File: config.mk
export PLATFORM = sky130hd
export DESIGN_NAME = set_assoc_cache_fifo_tags_top_flat
export DESIGN_NICKNAME = d
export VERILOG_FILES = /design/src/sv/sacf_pkg.sv /design/src/sv/sacf_req_if.sv /design/src/sv/sacf_rsp_if.sv /design/src/sv/sacf_ram.sv /design/src/sv/sacf_ctrl.sv /design/src/sv/sacf_dpath.sv /design/src/sv/set_assoc_cache_fifo_tags_top.sv /design/src/flat_wrapper.sv
export SDC_FILE = /design/constraint.sdc
export NUM_CORES = 2
export LEC_CHECK = 0
export BUFFER_PORTS_ARGS = -buffer_cell sky130_fd_sc_hd__buf_2
export CORE_UTILIZATION = 55
export DETAILED_ROUTE_END_ITERATION = 10
export GPL_TIMING_DRIVEN = 0
export PLACE_DENSITY_LB_ADDON = 0.2
export SLEW_MARGIN = 10
export SYNTH_ARGS = -nofsm -noshare
export SYNTH_HDL_FRONTEND = slang
export SYNTH_SLANG_ARGS = --single-unit
File: constraint.sdc
create_clock -name clock -period 12.26 [get_ports clock]
set_clock_uncertainty 0.2 [all_clocks]
set_input_delay 0.613 -clock clock [delete_from_list [all_inputs] [get_ports clock]]
set_output_delay 0.613 -clock clock [all_outputs]
set_load 0.005 [all_outputs]
File: src/sv/sacf_pkg.sv
// package: shared constants, types and codes for the set-associative tag cache
package sacf_pkg;

   // fixed geometry of the address (sets and line size must be powers of two)
   localparam int unsigned ADDR_W     = 32;
   localparam int unsigned SETS       = 8;
   localparam int unsigned LINE_BYTES = 16;
   localparam int unsigned WAYS_DEF   = 8;
   localparam int unsigned OFFSET_W   = $clog2(LINE_BYTES);
   localparam int unsigned SET_W      = (SETS > 1) ? $clog2(SETS) : 1;
   localparam int unsigned TAG_W      = ADDR_W - OFFSET_W - $clog2(SETS);
   localparam int unsigned WAY_OUT_W  = 3;
   localparam int unsigned CNT_W      = 32;

   // action codes
   localparam logic ACT_ACCESS = 1'b0;
   localparam logic ACT_CLEAR  = 1'b1;

   // controller states
   typedef enum logic {
      ST_IDLE,
      ST_LOOKUP
   } ctrl_state_type;

   // commands from controller to datapath
   typedef struct packed {
      logic capture;
      logic commit;
   } ctrl_cmd_type;

endpackage

File: src/sv/sacf_req_if.sv
// interface: request channel carrying action and byte address
interface sacf_req_if;
   import sacf_pkg::*;

   logic              valid;
   logic              ready;
   logic              action;
   logic [ADDR_W-1:0] address;

   modport source (output valid, output action, output address, input ready);
   modport sink   (input valid, input action, input address, output ready);
endinterface

File: src/sv/sacf_rsp_if.sv
// interface: response channel carrying hit, way and both counters
interface sacf_rsp_if;
   import sacf_pkg::*;

   logic                 valid;
   logic                 ready;
   logic                 hit;
   logic [WAY_OUT_W-1:0] way;
   logic [CNT_W-1:0]     hit_count;
   logic [CNT_W-1:0]     miss_count;

   modport source (output valid, output hit, output way, output hit_count,
                   output miss_count, input ready);
   modport sink   (input valid, input hit, input way, input hit_count,
                   input miss_count, output ready);
endinterface

File: src/sv/sacf_ram.sv
// generic single-write, single-read ram with registered read data
module sacf_ram #(
   parameter int unsigned WIDTH = 8,
   parameter int unsigned DEPTH = 8,
   localparam int unsigned AW   = (DEPTH > 1) ? $clog2(DEPTH) : 1
) (
   input  logic             clock,
   input  logic             wr_en,
   input  logic [AW-1:0]    wr_addr,
   input  logic [WIDTH-1:0] wr_data,
   input  logic             rd_en,
   input  logic [AW-1:0]    rd_addr,
   output logic [WIDTH-1:0] rd_data
);
   logic [WIDTH-1:0] mem_ff [DEPTH];
   logic [WIDTH-1:0] rd_data_ff;

   // write port
   always_ff @(posedge clock) begin
      if (wr_en) begin
         mem_ff[wr_addr] <= wr_data;
      end
   end

   // registered read port, holds when not enabled
   always_ff @(posedge clock) begin
      if (rd_en) begin
         rd_data_ff <= mem_ff[rd_addr];
      end
   end

   assign rd_data = rd_data_ff;
endmodule

File: src/sv/sacf_ctrl.sv
// controller: sequences capture and lookup, owns the response valid flag
module sacf_ctrl (
   input  logic                  clock,
   input  logic                  reset,
   input  logic                  in_valid,
   output logic                  in_ready,
   output logic                  out_valid,
   input  logic                  out_ready,
   output sacf_pkg::ctrl_cmd_type cmd
);
   import sacf_pkg::*;

   ctrl_state_type state_ff, state_in;
   logic           out_valid_ff, out_valid_in;
   logic           can_load;

   // output register is free or being emptied this cycle
   assign can_load = !out_valid_ff || out_ready;

   // next state
   always_comb begin
      state_in = state_ff;
      case (state_ff)
         ST_IDLE: begin
            if (in_valid) begin
               state_in = ST_LOOKUP;
            end
         end
         ST_LOOKUP: begin
            if (can_load) begin
               state_in = ST_IDLE;
            end
         end
         default: state_in = ST_IDLE;
      endcase
   end

   // outputs
   always_comb begin
      in_ready    = 1'b0;
      cmd.capture = 1'b0;
      cmd.commit  = 1'b0;
      case (state_ff)
         ST_IDLE: begin
            in_ready    = 1'b1;
            cmd.capture = in_valid;
         end
         ST_LOOKUP: begin
            cmd.commit = can_load;
         end
         default: begin
            in_ready = 1'b0;
         end
      endcase
   end

   // response valid flag
   always_comb begin
      out_valid_in = out_valid_ff;
      if (cmd.commit) begin
         out_valid_in = 1'b1;
      end else if (out_ready) begin
         out_valid_in = 1'b0;
      end
   end

   always_ff @(posedge clock) begin
      if (reset) begin
         state_ff     <= ST_IDLE;
         out_valid_ff <= 1'b0;
      end else begin
         state_ff     <= state_in;
         out_valid_ff <= out_valid_in;
      end
   end

   assign out_valid = out_valid_ff;
endmodule

File: src/sv/sacf_dpath.sv
// datapath: tag ram, valid bits, fifo pointers, counters and response register
module sacf_dpath #(
   parameter int unsigned WAYS = sacf_pkg::WAYS_DEF,
   localparam int unsigned WAY_W = (WAYS > 1) ? $clog2(WAYS) : 1
) (
   input  logic                          clock,
   input  logic                          reset,
   input  sacf_pkg::ctrl_cmd_type        cmd,
   input  logic                          in_action,
   input  logic [sacf_pkg::ADDR_W-1:0]   in_address,
   output logic                          out_hit,
   output logic [sacf_pkg::WAY_OUT_W-1:0] out_way,
   output logic [sacf_pkg::CNT_W-1:0]    out_hit_count,
   output logic [sacf_pkg::CNT_W-1:0]    out_miss_count
);
   import sacf_pkg::*;

   localparam int unsigned ROW_W = WAYS * TAG_W;

   typedef logic [WAYS-1:0][TAG_W-1:0] tag_row_type;

   logic                          action_ff;
   logic [ADDR_W-1:0]             addr_ff;
   logic [SETS-1:0][WAYS-1:0]     valid_ff, valid_in;
   logic [SETS-1:0][WAY_W-1:0]    fifo_ptr_ff, fifo_ptr_in;
   logic [CNT_W-1:0]              hit_cnt_ff, hit_cnt_in;
   logic [CNT_W-1:0]              miss_cnt_ff, miss_cnt_in;
   logic                          out_hit_ff, out_hit_in;
   logic [WAY_OUT_W-1:0]          out_way_ff, out_way_in;
   logic [CNT_W-1:0]              out_hit_cnt_ff, out_hit_cnt_in;
   logic [CNT_W-1:0]              out_miss_cnt_ff, out_miss_cnt_in;

   tag_row_type                   rd_row, wr_row;
   logic [ROW_W-1:0]              rd_data;
   logic [SET_W-1:0]              cur_set;
   logic [TAG_W-1:0]              cur_tag;
   logic [WAYS-1:0]               set_valid;
   logic [WAYS-1:0]               match;
   logic                          hit;
   logic                          set_full;
   logic [WAY_W-1:0]              hit_way, free_way, victim, cur_ptr, next_ptr;
   logic                          ram_we;

   // capture the transaction
   always_ff @(posedge clock) begin
      if (cmd.capture) begin
         action_ff <= in_action;
         addr_ff   <= in_address;
      end
   end

   assign cur_set = addr_ff[OFFSET_W +: SET_W];
   assign cur_tag = addr_ff[ADDR_W-1 -: TAG_W];

   // one ram row holds every way's tag of a set
   sacf_ram #(
      .WIDTH (ROW_W),
      .DEPTH (SETS)
   ) u_tag_ram (
      .clock   (clock),
      .wr_en   (ram_we),
      .wr_addr (cur_set),
      .wr_data (wr_row),
      .rd_en   (cmd.capture),
      .rd_addr (in_address[OFFSET_W +: SET_W]),
      .rd_data (rd_data)
   );

   assign rd_row = rd_data;

   // tag compare across the set
   assign set_valid = valid_ff[cur_set];
   always_comb begin
      for (int w = 0; w < WAYS; w++) begin
         match[w] = set_valid[w] && (rd_row[w] == cur_tag);
      end
   end

   assign hit      = |match;
   assign set_full = &set_valid;

   // lowest matching way and lowest free way
   always_comb begin
      hit_way  = '0;
      free_way = '0;
      for (int w = WAYS - 1; w >= 0; w--) begin
         if (match[w]) begin
            hit_way = WAY_W'(w);
         end
         if (!set_valid[w]) begin
            free_way = WAY_W'(w);
         end
      end
   end

   // victim choice and fifo pointer advance
   assign cur_ptr  = fifo_ptr_ff[cur_set];
   assign next_ptr = (cur_ptr == WAY_W'(WAYS - 1)) ? '0 : cur_ptr + 1'b1;
   assign victim   = hit ? hit_way : (set_full ? cur_ptr : free_way);

   // write-back row with the victim's tag replaced
   always_comb begin
      for (int w = 0; w < WAYS; w++) begin
         wr_row[w] = (WAY_W'(w) == victim) ? cur_tag : rd_row[w];
      end
   end

   assign ram_we = cmd.commit && (action_ff == ACT_ACCESS) && !hit;

   // state and response update
   always_comb begin
      valid_in        = valid_ff;
      fifo_ptr_in     = fifo_ptr_ff;
      hit_cnt_in      = hit_cnt_ff;
      miss_cnt_in     = miss_cnt_ff;
      out_hit_in      = out_hit_ff;
      out_way_in      = out_way_ff;
      out_hit_cnt_in  = out_hit_cnt_ff;
      out_miss_cnt_in = out_miss_cnt_ff;
      if (cmd.commit) begin
         if (action_ff == ACT_CLEAR) begin
            valid_in        = '0;
            fifo_ptr_in     = '0;
            hit_cnt_in      = '0;
            miss_cnt_in     = '0;
            out_hit_in      = 1'b0;
            out_way_in      = '0;
            out_hit_cnt_in  = '0;
            out_miss_cnt_in = '0;
         end else begin
            if (hit) begin
               if (hit_cnt_ff != '1) begin
                  hit_cnt_in = hit_cnt_ff + 1'b1;
               end
            end else begin
               if (miss_cnt_ff != '1) begin
                  miss_cnt_in = miss_cnt_ff + 1'b1;
               end
               valid_in[cur_set][victim] = 1'b1;
               if (set_full) begin
                  fifo_ptr_in[cur_set] = next_ptr;
               end
            end
            out_hit_in      = hit;
            out_way_in      = WAY_OUT_W'(victim);
            out_hit_cnt_in  = hit_cnt_in;
            out_miss_cnt_in = miss_cnt_in;
         end
      end
   end

   // cache state registers
   always_ff @(posedge clock) begin
      if (reset) begin
         valid_ff    <= '0;
         fifo_ptr_ff <= '0;
         hit_cnt_ff  <= '0;
         miss_cnt_ff <= '0;
      end else begin
         valid_ff    <= valid_in;
         fifo_ptr_ff <= fifo_ptr_in;
         hit_cnt_ff  <= hit_cnt_in;
         miss_cnt_ff <= miss_cnt_in;
      end
   end

   // response payload register
   always_ff @(posedge clock) begin
      out_hit_ff      <= out_hit_in;
      out_way_ff      <= out_way_in;
      out_hit_cnt_ff  <= out_hit_cnt_in;
      out_miss_cnt_ff <= out_miss_cnt_in;
   end

   assign out_hit        = out_hit_ff;
   assign out_way        = out_way_ff;
   assign out_hit_count  = out_hit_cnt_ff;
   assign out_miss_count = out_miss_cnt_ff;
endmodule

File: src/sv/set_assoc_cache_fifo_tags_top.sv
// top level: set-associative tag cache with fifo replacement
//
//   channel  direction  carries
//   req      in         action, address
//   rsp      out        hit, way, hit_count, miss_count
//
// in each transaction the set's tag row is read from the tag ram in the accept
// cycle, then compared and, on a miss, written back in the lookup state
// the response register lets a new request be accepted while a response waits;
// a lookup stalls in the lookup state until that register is free
// synchronous reset clears valid bits, fifo pointers and counters at once;
// the tag ram itself is not cleared
module set_assoc_cache_fifo_tags_top #(
   parameter int unsigned WAYS = sacf_pkg::WAYS_DEF
) (
   input logic        clock,
   input logic        reset,
   sacf_req_if.sink   req_bus,
   sacf_rsp_if.source rsp_bus
);
   import sacf_pkg::*;

   ctrl_cmd_type cmd;

   // sequencing
   sacf_ctrl u_ctrl (
      .clock     (clock),
      .reset     (reset),
      .in_valid  (req_bus.valid),
      .in_ready  (req_bus.ready),
      .out_valid (rsp_bus.valid),
      .out_ready (rsp_bus.ready),
      .cmd       (cmd)
   );

   // lookup, replacement and counters
   sacf_dpath #(
      .WAYS (WAYS)
   ) u_dpath (
      .clock          (clock),
      .reset          (reset),
      .cmd            (cmd),
      .in_action      (req_bus.action),
      .in_address     (req_bus.address),
      .out_hit        (rsp_bus.hit),
      .out_way        (rsp_bus.way),
      .out_hit_count  (rsp_bus.hit_count),
      .out_miss_count (rsp_bus.miss_count)
   );
endmodule

File: src/flat_wrapper.sv
// flat-port wrapper written by rule: the top's interface ports become plain ports
module set_assoc_cache_fifo_tags_top_flat import sacf_pkg::*;
#(
   parameter int unsigned WAYS = sacf_pkg::WAYS_DEF
)
  (clock, reset, req_bus_valid, req_bus_action, req_bus_address, req_bus_ready, rsp_bus_valid, rsp_bus_hit, rsp_bus_way, rsp_bus_hit_count, rsp_bus_miss_count, rsp_bus_ready);
  sacf_req_if req_bus_i ();
  sacf_rsp_if rsp_bus_i ();
  input logic clock;
  input logic reset;
  input wire logic [$bits(req_bus_i.valid)-1:0] req_bus_valid;
  input wire logic [$bits(req_bus_i.action)-1:0] req_bus_action;
  input wire logic [$bits(req_bus_i.address)-1:0] req_bus_address;
  output wire logic [$bits(req_bus_i.ready)-1:0] req_bus_ready;
  output wire logic [$bits(rsp_bus_i.valid)-1:0] rsp_bus_valid;
  output wire logic [$bits(rsp_bus_i.hit)-1:0] rsp_bus_hit;
  output wire logic [$bits(rsp_bus_i.way)-1:0] rsp_bus_way;
  output wire logic [$bits(rsp_bus_i.hit_count)-1:0] rsp_bus_hit_count;
  output wire logic [$bits(rsp_bus_i.miss_count)-1:0] rsp_bus_miss_count;
  input wire logic [$bits(rsp_bus_i.ready)-1:0] rsp_bus_ready;
  assign req_bus_i.valid = req_bus_valid;
  assign req_bus_i.action = req_bus_action;
  assign req_bus_i.address = req_bus_address;
  assign req_bus_ready = req_bus_i.ready;
  assign rsp_bus_valid = rsp_bus_i.valid;
  assign rsp_bus_hit = rsp_bus_i.hit;
  assign rsp_bus_way = rsp_bus_i.way;
  assign rsp_bus_hit_count = rsp_bus_i.hit_count;
  assign rsp_bus_miss_count = rsp_bus_i.miss_count;
  assign rsp_bus_i.ready = rsp_bus_ready;
  set_assoc_cache_fifo_tags_top #(.WAYS(WAYS)) u_core (.clock(clock), .reset(reset), .req_bus(req_bus_i), .rsp_bus(rsp_bus_i));
endmodule
==> results.md <==
* Run status: finished clean
* Vias/cell at 6.42
* Core box area at 148,000 sq um
* Mapped Cells at 4,238
* Starting Density at 55.5%
* Tmin final at 7.40 ns
* Reg2reg setup slack at 4.86 ns
* Vias in the first global route at 42,900
* Worst vdd ir at 146 uV
* DP HPWL at 134 mm
* TritonRoute pass-1 iters at 6
* CP max-delay cell: clkbuf_1
* First-pass GRT wire length at 301 mm
* Rows at 141
* Area grow syn2layout at 14.5%
* Chip height at 389 microns
* GR Overflow Total at 0
* Crit path largest cell delay at 1.00 ns
* Remaining antenna violation count at 0
* Synth unique cells at 77
* TritonCTS sink count at 2,051
* # Post-CTS Setup Buffers at 0
* Arr. time, crit path at 7.73 ns
* Critical hold path startpoint: reset
* Setup TNS at 0 ns
* Critical path endpoint category: register
* Period utilization at 60.4%
* Final setup vio count at 0
* Ys async rst share at 0%
* Cells along the critical path: clkbuf_1 > clkbuf_2 > xor2_1 > nor4_1 > nand4_1 > nor3_1 > or4_1 > buf_2 > nor2_1 > buf_2 > nand2_1 > nor2_4 > buf_16 > buf_12 > buf_12 > buf_12 > buf_12 > buf_12
* CP endpoint: u_core.u_dpath.u_tag_ram.mem_ff[3][139]
* Die width at 389 microns
* Iter 0 DRT Violations at 5,000
* Most common cell after layout, fill and taps aside: edfxtp_1
* Crit path depth at 18
* Most common flop cell mapped by yosys: edfxtp_1
* GRT Overall Usage at 27.8%
* Reg-to-Reg End: u_core.u_dpath.u_tag_ram.mem_ff[3][139]
* Critical Path Source Type: register
* Pin count of the biggest net entering global routing at 49
* Yosys top cell by area: edfxtp_1
* CTS clk-pin slew, worst paths at 0.06 ns
* Synth top area share at 69.3%
* Hold_buf cts at 31
* Largest fanout on the critical path at 20
* Port Buffers at 101
* Max Slew Vio Count at 0
* Crit-path most repeated cell: buf_12
* RSZ-0062 raised after global routing: false
* Crit path max-delay family: buffers and inverters
* CTS tree: yes
* Layout cell share with drive strength beyond 1 at 29.2%
* CP startpoint: u_core.u_dpath.addr_ff[11]
* HP Class: in -> reg
* Buffers plus inverters on the worst setup path at 10
* Pleak at 0.0302 uW
* Pwr dens at 156 nW/um^2
* Boundary Pins at 107
* Final non-filler cell total at 6,773
* Worst skew pair latency at 0.86 ns
* Antenna violations before repair at 11
* Placed Cells at 6,370
* Slew HR at 7.80%
* Max-Cap Viols at 0
* Top cells by area, synth: edfxtp_1 (69%), mux4_2 (11%), mux2_2 (5.2%), dfxtp_1 (3.7%), xor2_1 (2.0%)
* Synthesis Warnings at 0
* Routability cong. at 0.915
* Flops & latches, synth at 2,051
* Final hold violations at 0
* Max Fclk at 135 MHz
* Die ar. at 151,000 sq um
* WS Path Type: reg -> reg
* R2r worst-path depth at 18
* Final wirelength at 209 mm
* Cts repair resizes at 0
* Drt drc at 0
* Netlist Area Pre-Place at 82,200 sq um
* Syn Area/Cell at 19.4 sq um
* Layout Nets at 4,714
* Vias at 43,500
* Required time worst endpoint at 12.60 ns
* Clock root cell: clkbuf_16
* Clk buf depth at 3
* Seq/Total Area, Yosys at 73.0%
* H-Tree Depth at 4
* RR Startpoint: u_core.u_dpath.addr_ff[11]
* Worst-margin pin slew at 1.38 ns
* Filler cells at 9,926
* Number of synthesized flops with an enable pin at 1,897
* Wire per inst at 30.8 microns
* Commonest non-fill, non-tap cells in the layout: edfxtp_1 (1,897), mux4_2 (412), mux2_2 (382), clkbuf_16 (200), clkbuf_1 (197)
* CTS Buf Count at 200
* Syn Nets at 4,279
[layer usage]
metal,part of all wire [%],GRT usage (%),vias to the layer above
met5,0.0062,0,-
met4,3.0,8.77,2
met3,9.5,5.61,370
met2,47,43.6,2401
met1,40,39.6,22700
li1,-,-,18000
[final cells by class]
class | count | area [sq um] | share of cell area (%)
antenna | 3 | 7.51 | 0.00798
multi-input combinational | 1916 | 21100 | 22.4
clock inverter | 103 | 1020 | 1.08
tap | 1930 | 2410 | 2.57
sequential | 2051 | 60000 | 63.8
buffer | 261 | 1160 | 1.23
timing repair buffer | 233 | 3050 | 3.24
clock buffer | 266 | 5320 | 5.66
inverter | 10 | 38.8 | 0.0412
[cell usage after synthesis (25+ instances only)]
cell,instances
o21ai_0,121
xnor2_1,70
nand3_1,60
nor4_1,39
nand2_1,126
xor2_1,187
or3_1,26
a21oi_1,36
nand4_1,34
mux4_2,412
edfxtp_1,1897
a31oi_1,33
buf_1,37
nor2_1,129
dfxtp_1,154
mux2_2,382
buf_2,51
a22o_1,30
nor3_1,25
clkbuf_1,158
[tightest hold or removal path, delay by kind of cell]
family | cells | cell delay (ns)
simple gates | 1 | 0.24
compound gates | 1 | 0.14
buf+inv | 1 | 0.19
[flip-flops by register name (all words and copies together) (netlist names), 3 cells and up]
signal                            cells
u_core.u_dpath.addr_ff               28
u_core.u_dpath.out_hit_count         32
u_core.u_dpath.fifo_ptr_ff           24
u_core.u_dpath.hit_cnt_ff            32
u_core.u_dpath.out_way                3
u_core.u_dpath.u_tag_ram.mem_ff    1600
u_core.u_dpath.out_miss_count        32
u_core.u_dpath.u_tag_ram.rd_data    200
u_core.u_dpath.valid_ff              64
u_core.u_dpath.miss_cnt_ff           32
[logic make-up (layout without fill, tap and decap cells)]
family,after synthesis,count (layout),synth area share (%)
flops,2051,2051,73.0
xor+xnor,257,257,2.74
fa+ha+maj,4,4,0.0609
mux,835,835,17.2
simple gates,547,547,3.48
compound gates,273,273,2.10
other cells,0,3,0
buf+inv,271,873,1.43
[power breakdown]
part / internal [uW] / switching [uW] / total (uW)
clock: 3290 / 2670 / 5950
sequential: 7810 / 61.5 / 7880
combinational: 333 / 566 / 899
[worst min path at each step]
stage	depth (start not counted)	slack, ns	end
6_report	3	0.18	u_core.u_dpath.hit_cnt_ff[24]
5_1_grt	3	0.21	u_core.u_dpath.hit_cnt_ff[24]
4_1_cts	3	0.12	u_core.u_dpath.hit_cnt_ff[24]
3_5_place_dp	2	0.24	u_core.u_dpath.valid_ff[16]
3_3_place_gp	2	0.23	u_core.u_dpath.valid_ff[17]
2_1_floorplan	2	0.22	u_core.u_dpath.valid_ff[16]
[stage by stage]
| stage | total power, uW | setup slack [ns] | utilization (%) | area [sq um] | hold slack [ns] |
|---|---|---|---|---|---|
| after floorplan | 8560 | 0.325 | - | 82200 | 0.220 |
| after detailed placement | 8910 | 5.00 | 59.1 | 87500 | 0.238 |
| after global routing | 15100 | 4.88 | 63.6 | 94100 | 0.212 |
| final | 14700 | 4.86 | 63.6 | 94100 | 0.179 |
| after global placement | 8930 | -11.99 | 57.5 | 85100 | 0.229 |
| after CTS | 14800 | 5.00 | 63.6 | 94100 | 0.119 |
(Power assumes the default switching activity.)
